[src/hw/rtl/lkvc_pkg.sv]
package lkvc_pkg;

  // Field widths fixed by the item format
  localparam int unsigned KEY_IN_W  = 31;
  localparam int unsigned VAL_W     = 31;
  localparam int unsigned CAP_W     = 5;
  localparam int unsigned CAP_RESET = 16;

  // Request kinds
  localparam logic REQ_GET = 1'b0;
  localparam logic REQ_PUT = 1'b1;

  typedef enum logic [2:0] {
    ST_IDLE,
    ST_SCAN,
    ST_DECIDE,
    ST_AGE,
    ST_WRITE,
    ST_DONE
  } lkvc_state_e;

endpackage

[src/hw/rtl/lru_key_value_cache.sv]
// Each item makes a lookup pass over the single-port entry memories; every item
// but a get that misses then makes a recency update pass and a write. No new
// item is taken until the last has finished (in_stall_o is high outside idle);
// a result still stalled at the output holds the finished item in ST_DONE.
// Reset (rst_ni low, asynchronous) empties the store and sets capacity to 16.
module lru_key_value_cache
  import lkvc_pkg::*;
#(
  parameter int unsigned ENTRIES  = 16,
  parameter int unsigned KEY_BITS = 31
) (
  input  logic                clk_i,
  input  logic                rst_ni,
  // configuration
  input  logic                cfg_we_i,
  input  logic [CAP_W-1:0]    cfg_wdata_i,
  // request channel
  input  logic                in_valid_i,
  output logic                in_stall_o,
  input  logic                req_type_i,
  input  logic [KEY_IN_W-1:0] lookup_key_i,
  input  logic [VAL_W-1:0]    put_value_i,
  // result channel
  output logic                out_valid_o,
  input  logic                out_stall_i,
  output logic                key_found_o,
  output logic [VAL_W-1:0]    read_value_o
);

  // Stored key width: keys compare in their low KW bits (KEY_BITS, capped at KEY_IN_W)
  localparam int unsigned KW = (KEY_BITS < KEY_IN_W) ? KEY_BITS : KEY_IN_W;
  // Entry index width, also the recency rank width (ranks run 0..ENTRIES-1)
  localparam int unsigned IW = (ENTRIES > 1) ? $clog2(ENTRIES) : 1;
  // Counter width: holds ENTRIES itself (scan counter and fill count)
  localparam int unsigned NW = $clog2(ENTRIES + 1);
  // Width for the capacity compare
  localparam int unsigned CW = (NW > CAP_W) ? NW : CAP_W;

  // ---------------------------------------------------------------------------
  // Entry storage. Keys, values and ranks live in single-port memories with a
  // registered read; all three share one read address driven by the scan
  // counter. Valid bits are flops so reset empties the store at once.
  // ---------------------------------------------------------------------------
  logic [KW-1:0]    key_mem  [ENTRIES];
  logic [VAL_W-1:0] val_mem  [ENTRIES];
  logic [IW-1:0]    rank_mem [ENTRIES];

  logic [KW-1:0]    key_rd_q;
  logic [VAL_W-1:0] val_rd_q;
  logic [IW-1:0]    rank_rd_q;

  logic [ENTRIES-1:0] valid_q;
  logic [NW-1:0]      fill_q;
  logic [CAP_W-1:0]   cap_q;

  // Sequencer
  lkvc_state_e state_q, state_d;
  logic [NW-1:0] cnt_q, cnt_d;
  logic [NW-1:0] cnt_m1;
  logic [IW-1:0] rd_idx;
  logic [IW-1:0] eidx;

  // Captured request
  logic          put_q;
  logic [KW-1:0] key_q;
  logic [VAL_W-1:0] pval_q;

  // Lookup pass results
  logic             hit_q;
  logic [IW-1:0]    hit_idx_q;
  logic [IW-1:0]    hit_rank_q;
  logic [VAL_W-1:0] hit_val_q;
  logic             free_q;
  logic [IW-1:0]    free_idx_q;
  logic             vic_q;
  logic [IW-1:0]    vic_idx_q;
  logic [IW-1:0]    vic_rank_q;

  // Update plan
  logic [IW-1:0] tgt_q;
  logic [IW-1:0] tgt_rank_q;
  logic          age_all_q;
  logic          fill_new_q;

  // Result and output register
  logic             res_found_q;
  logic [VAL_W-1:0] res_val_q;
  logic             out_valid_q;
  logic             out_found_q;
  logic [VAL_W-1:0] out_val_q;

  // Control strobes
  logic accept;
  logic scan_eval;
  logic age_eval;
  logic age_we;
  logic load_out;
  logic fill_ok;
  logic evict;
  logic do_update;

  logic [CW-1:0] eff_cap;
  logic          e_valid;

  // Effective capacity: zero means one, anything above ENTRIES saturates
  always_comb begin
    if (cap_q == '0) begin
      eff_cap = CW'(1);
    end else if (CW'(cap_q) > CW'(ENTRIES)) begin
      eff_cap = CW'(ENTRIES);
    end else begin
      eff_cap = CW'(cap_q);
    end
  end

  // The counter issues the read for entry cnt; data for entry cnt-1 is back
  assign cnt_m1  = cnt_q - NW'(1);
  assign eidx    = cnt_m1[IW-1:0];
  assign rd_idx  = (cnt_q < NW'(ENTRIES)) ? cnt_q[IW-1:0] : '0;
  assign e_valid = valid_q[eidx];

  // Decision on a miss: fill a free slot while under capacity, else evict
  assign fill_ok   = put_q && !hit_q && (CW'(fill_q) < eff_cap) && free_q;
  assign evict     = put_q && !hit_q && !fill_ok && vic_q;
  assign do_update = hit_q || fill_ok || evict;

  // ---------------------------------------------------------------------------
  // Next state
  // ---------------------------------------------------------------------------
  always_comb begin
    state_d = state_q;
    case (state_q)
      ST_IDLE: begin
        if (in_valid_i) state_d = ST_SCAN;
      end
      ST_SCAN: begin
        if (cnt_q == NW'(ENTRIES)) state_d = ST_DECIDE;
      end
      ST_DECIDE: begin
        state_d = do_update ? ST_AGE : ST_DONE;
      end
      ST_AGE: begin
        if (cnt_q == NW'(ENTRIES)) state_d = ST_WRITE;
      end
      ST_WRITE: begin
        state_d = ST_DONE;
      end
      ST_DONE: begin
        if (!out_valid_q || !out_stall_i) state_d = ST_IDLE;
      end
      default: begin
        state_d = ST_IDLE;
      end
    endcase
  end

  // ---------------------------------------------------------------------------
  // Control outputs
  // ---------------------------------------------------------------------------
  always_comb begin
    accept    = 1'b0;
    scan_eval = 1'b0;
    age_eval  = 1'b0;
    load_out  = 1'b0;
    cnt_d     = cnt_q;
    case (state_q)
      ST_IDLE: begin
        accept = in_valid_i;
        cnt_d  = '0;
      end
      ST_SCAN: begin
        scan_eval = (cnt_q != '0);
        if (cnt_q != NW'(ENTRIES)) cnt_d = cnt_q + NW'(1);
      end
      ST_DECIDE: begin
        cnt_d = '0;
      end
      ST_AGE: begin
        age_eval = (cnt_q != '0);
        if (cnt_q != NW'(ENTRIES)) cnt_d = cnt_q + NW'(1);
      end
      ST_WRITE: begin
        cnt_d = cnt_q;
      end
      ST_DONE: begin
        load_out = !out_valid_q || !out_stall_i;
      end
      default: begin
        cnt_d = '0;
      end
    endcase
  end

  // Age a valid entry younger than the target; on a fill, age every valid one
  assign age_we = age_eval && e_valid && (eidx != tgt_q) &&
                  (age_all_q || (rank_rd_q < tgt_rank_q));

  assign in_stall_o   = (state_q != ST_IDLE);
  assign out_valid_o  = out_valid_q;
  assign key_found_o  = out_found_q;
  assign read_value_o = out_val_q;

  // ---------------------------------------------------------------------------
  // Memories: one read and one write per cycle, read data registered
  // ---------------------------------------------------------------------------
  always_ff @(posedge clk_i) begin
    key_rd_q  <= key_mem[rd_idx];
    val_rd_q  <= val_mem[rd_idx];
    rank_rd_q <= rank_mem[rd_idx];
    if (state_q == ST_WRITE) begin
      // Replace key and value on a fill or eviction; overwrite value on a put hit
      if (fill_new_q || !hit_q) key_mem[tgt_q] <= key_q;
      if (put_q) val_mem[tgt_q] <= pval_q;
      rank_mem[tgt_q] <= '0;
    end else if (age_we) begin
      rank_mem[eidx] <= rank_rd_q + IW'(1);
    end
  end

  // ---------------------------------------------------------------------------
  // Control registers
  // ---------------------------------------------------------------------------
  always_ff @(posedge clk_i or negedge rst_ni) begin
    if (!rst_ni) begin
      state_q     <= ST_IDLE;
      cnt_q       <= '0;
      valid_q     <= '0;
      fill_q      <= '0;
      cap_q       <= CAP_W'(CAP_RESET);
      out_valid_q <= 1'b0;
      hit_q       <= 1'b0;
      free_q      <= 1'b0;
      vic_q       <= 1'b0;
      age_all_q   <= 1'b0;
      fill_new_q  <= 1'b0;
    end else begin
      state_q <= state_d;
      cnt_q   <= cnt_d;
      if (cfg_we_i) cap_q <= cfg_wdata_i;

      if (accept) begin
        hit_q  <= 1'b0;
        free_q <= 1'b0;
        vic_q  <= 1'b0;
      end
      if (scan_eval) begin
        if (e_valid && (key_rd_q == key_q) && !hit_q) hit_q <= 1'b1;
        if (!e_valid && !free_q) free_q <= 1'b1;
        if (e_valid && (!vic_q || (rank_rd_q > vic_rank_q))) vic_q <= 1'b1;
      end

      if (state_q == ST_DECIDE) begin
        age_all_q  <= fill_ok;
        fill_new_q <= fill_ok;
      end

      if (state_q == ST_WRITE && fill_new_q) begin
        valid_q[tgt_q] <= 1'b1;
        fill_q         <= fill_q + NW'(1);
      end

      // Output register: drop on take, refill from the finished item
      if (load_out) begin
        out_valid_q <= 1'b1;
      end else if (out_valid_q && !out_stall_i) begin
        out_valid_q <= 1'b0;
      end
    end
  end

  // ---------------------------------------------------------------------------
  // Payload registers
  // ---------------------------------------------------------------------------
  always_ff @(posedge clk_i) begin
    if (accept) begin
      put_q  <= (req_type_i == REQ_PUT);
      key_q  <= lookup_key_i[KW-1:0];
      pval_q <= put_value_i;
    end

    if (scan_eval) begin
      // First matching entry wins
      if (e_valid && (key_rd_q == key_q) && !hit_q) begin
        hit_idx_q  <= eidx;
        hit_rank_q <= rank_rd_q;
        hit_val_q  <= val_rd_q;
      end
      // Lowest-indexed free slot
      if (!e_valid && !free_q) free_idx_q <= eidx;
      // Oldest valid entry, lowest index on a tie
      if (e_valid && (!vic_q || (rank_rd_q > vic_rank_q))) begin
        vic_idx_q  <= eidx;
        vic_rank_q <= rank_rd_q;
      end
    end

    if (state_q == ST_DECIDE) begin
      res_found_q <= hit_q;
      res_val_q   <= (hit_q && !put_q) ? hit_val_q : '0;
      if (hit_q) begin
        tgt_q      <= hit_idx_q;
        tgt_rank_q <= hit_rank_q;
      end else if (fill_ok) begin
        tgt_q      <= free_idx_q;
        tgt_rank_q <= '0;
      end else begin
        tgt_q      <= vic_idx_q;
        tgt_rank_q <= vic_rank_q;
      end
    end

    if (load_out) begin
      out_found_q <= res_found_q;
      out_val_q   <= res_val_q;
    end
  end

endmodule
[config.mk]
export PLATFORM = sky130hd
export DESIGN_NAME = lru_key_value_cache
export DESIGN_NICKNAME = d
export VERILOG_FILES = /design/src/hw/rtl/lkvc_pkg.sv /design/src/hw/rtl/lru_key_value_cache.sv
export SDC_FILE = /design/constraint.sdc
export NUM_CORES = 2
export LEC_CHECK = 0
export ABC_AREA = 1
export BUFFER_PORTS_ARGS = -buffer_cell sky130_fd_sc_hd__buf_2
export CAP_MARGIN = 20
export CELL_PAD_IN_SITES_DETAIL_PLACEMENT = 1
export CELL_PAD_IN_SITES_GLOBAL_PLACEMENT = 1
export CORE_UTILIZATION = 49
export CTS_BUF_LIST = sky130_fd_sc_hd__clkbuf_8
export DETAILED_ROUTE_END_ITERATION = 12
export PLACE_DENSITY = 0.88
export REMOVE_ABC_BUFFERS = 1
export SYNTH_ARGS = -nofsm -noshare
export SYNTH_HDL_FRONTEND = slang
export SYNTH_SLANG_ARGS = --single-unit
[constraint.sdc]
create_clock -name clk_i -period 4.64 [get_ports clk_i]
set_clock_uncertainty 0.2 [all_clocks]
set_input_delay 0.464 -clock clk_i [delete_from_list [all_inputs] [get_ports clk_i]]
set_output_delay 0.464 -clock clk_i [all_outputs]
set_load 0.005 [all_outputs]
==> metrics.csv <==
metric;value;unit
Final setup viols;0;
RD Place Congestion;0.821;
die width;328;um
IO buf count;106;
Worst Setup Start Kind;register;
Synth Area per Inst;13.2;um2
Critical Path Sink Type;register;
share of cells above drive strength 1;12.2;%
Setup CP Type;reg -> reg;
initial core utilization;49.5;%
Yosys top cell area share;71.6;%
worst hold slack;55.0;ps
critical-path maximum fanout;17;
Synth top cells by count;edfxtp_1, nor2_1, o21ai_0;
die footprint;108000;um2
register area share after synthesis;76.0;%
Relative slew margins;21.3;%
pwr/cell area;534;nW/um2
Tightest Pin Transition;1180;ps
final number of max-transition violations;0;
TritonCTS sink count;1347;
WP data required;4970;ps
Ports;107;
share of flip-flops with an asynchronous set or reset;2.90;%
clk buf depth;3;
Root Buffer;clkbuf_8;
Hold Crit Class;in -> async;
R2R Setup Slk;820;ps
htree depth;4;
Final Hold Fails;0;
1st-iter DRT viols;3808;
status;finished, final reports clean;
worst skew pair latency;920;ps
most common cell in the netlist;edfxtp_1;
Syn Std Cell Area;52100;um2
FF+latch count, synth;1347;
clock slew at reported path FFs;80;ps
DP HPWL;84.3;mm
initial antenna violation count;3;
CTS tree;done;
Tmin final;3820;ps
Core Rows;119;
worst reg2reg endpoint;rank_mem[4][1]$_DFFE_PP_;
via count;35200;
worst flop-to-flop path startpoint;cnt_q[0]$_DFFE_PN0P_;
max_cap viols;0;
dominant cells by area after synthesis;edfxtp_1, nor2_1, o311ai_0;
drt total wl;158;mm
Final Cycle Share;82.3;%
post-synth top area cell;edfxtp_1;
number of synthesized flops with an enable pin;1242;
core area;105000;um2
R2R depth;13;
vias in the first global route;38100;
WL/cell;27.4;um
crit path DAT;4150;ps
Pre-Repair DR Iteration Count;5;
Nets;4286;
Num CTS Buffers;206;
Area Overhead vs Synth;13.6;%
leakage power;20.6;nW
Synth Warn #;0;
DRT antenna net count;0;
Yosys cell types;43;
RSZ-0062 raised after global routing;false;
global-route wire length before repair;235;mm
Tot Pwr;31.6;mW
GRT Util Overall;29.4;%
Syn Inst Count;3950;
vias per inst;6.11;
largest net degree at the start of global routing;200;
VDD IR max;479;uV
Chip Height;328;um
total grt overflow;0;
Max Clock Freq;262;MHz
DRC viols;0;
Main synth FF type;edfxtp_1;
## per-stage QoR
stage | instances | area, um2 | worst slack [ps] | setup TNS [ps] | utilization (%)
after CTS | 5766 | 59100 | 810 | 0 | 56.2
after detailed placement | 5300 | 54300 | 933 | 0 | 51.6
after global placement | 5300 | 54300 | 1300 | 0 | 51.6
after global routing | 5771 | 59100 | 631 | 0 | 56.2
final | 5771 | 59100 | 820 | 0 | 56.2
after floorplan | 3724 | 51000 | -10140 | -1298090 | -
## registers in the layout (all words and copies together) (netlist names), 3 cells and up
register	flops
key_mem	496
tgt_q	4
free_idx_q	4
valid_q	16
rank_mem	64
val_rd_q	31
vic_rank_q	4
hit_idx_q	4
fill_q	5
hit_rank_q	4
cap_q	5
pval_q	31
cnt_q	5
key_q	31
vic_idx_q	4
tgt_rank_q	4
hit_val_q	31
state_q	3
read_value_o	31
res_val_q	31
val_mem	496
rank_rd_q	4
key_rd_q	31
## power breakdown
part	leakage (nW)	internal [mW]	switching, mW	total [mW]
clock network	2.35	4.87	4.76	9.63
registers	12.2	14.6	0.841	15.4
logic	6.05	1.67	4.83	6.50
## metal layers
metal | share of wire [%] | up-vias | track usage, %
met5 | 0.017 | - | 0
met1 | 37 | 17900 | 35.0
met2 | 51 | 1872 | 50.8
met3 | 7.2 | 535 | 4.82
li1 | - | 14900 | -
met4 | 5.2 | 4 | 16.4
## worst max-delay path: stages (launching register included)
cell and delay [ps]:
dfrtp_4 500, inv_2 280, ha_1 430, xor2_1 340, nand2_1 130, nor2_1 150
nand3_1 110, nand2_1 180, inv_2 140, nand2_4 150, nand2_1 90, nand2_1 150
nand3_1 240, nor2_1 370
## worst max-delay path by stage
stage / slack [ps] / depth (start not counted) / end / startpoint
2_1_floorplan: -10140 / 7 / rank_rd_q[1]$_DFF_P_ / cnt_q[0]$_DFFE_PN0P_
3_3_place_gp: 1300 / 9 / rank_mem[3][3]$_DFFE_PP_ / cnt_q[0]$_DFFE_PN0P_
3_5_place_dp: 930 / 9 / rank_mem[6][2]$_DFFE_PP_ / cnt_q[0]$_DFFE_PN0P_
4_1_cts: 810 / 9 / rank_mem[6][2]$_DFFE_PP_ / cnt_q[0]$_DFFE_PN0P_
5_1_grt: 630 / 13 / rank_mem[4][1]$_DFFE_PP_ / cnt_q[0]$_DFFE_PN0P_
6_report: 820 / 13 / rank_mem[4][1]$_DFFE_PP_ / cnt_q[0]$_DFFE_PN0P_
## cell families after synthesis
family | count (synthesis) | synth area share [%]
simple gates | 1608 | 12.3
flops | 1347 | 76.0
mux | 5 | 0.106
xor+xnor | 18 | 0.303
buf+inv | 355 | 3.02
fa+ha+maj | 16 | 0.384
compound gates | 601 | 7.88
## cell type report
type                            instances  area (um2)
Sequential cell                      1347       39600
Inverter                              129         503
Multi-Input combinational cell       2248       11200
Clock inverter                        153         777
Antenna cell                            2        5.00
Timing Repair Buffer                  265        2060
Clock buffer                          236        3250
Fill cell                           10300       46100
Tap cell                             1391        1740
## layout by cell type, fill, tap and decap left out, types with 13 or more instances in the layout
| master | synthesis | final |
|---|---|---|
| clkinv_2 | 0 | 19 |
| o21ai_1 | 63 | 62 |
| nand2_1 | 224 | 223 |
| nand3_1 | 156 | 156 |
| o32ai_1 | 13 | 13 |
| nor3_1 | 15 | 13 |
| buf_4 | 11 | 70 |
| nor2_1 | 1172 | 1137 |
| nand4_1 | 20 | 20 |
| o311ai_0 | 225 | 225 |
| dfxtp_1 | 66 | 66 |
| edfxtp_1 | 1242 | 1242 |
| buf_2 | 75 | 106 |
| ha_1 | 16 | 16 |
| dfrtp_1 | 38 | 37 |
| inv_1 | 120 | 203 |
| dlygate4sd3_1 | 0 | 77 |
| nor2_4 | 2 | 37 |
| o311ai_1 | 27 | 27 |
| clkbuf_8 | 0 | 236 |
| o21bai_1 | 19 | 19 |
| clkinv_1 | 1 | 31 |
| o21ai_0 | 227 | 227 |
## timing repair
item / 4_1_cts / 5_1_grt
hold buffers: 77 / 0
buffers inserted: 0 / 0
endpoints found under the hold margin: 125 / 0
gates resized for setup: 0 / 0
Note: power is estimated with default switching activity, not from simulation.
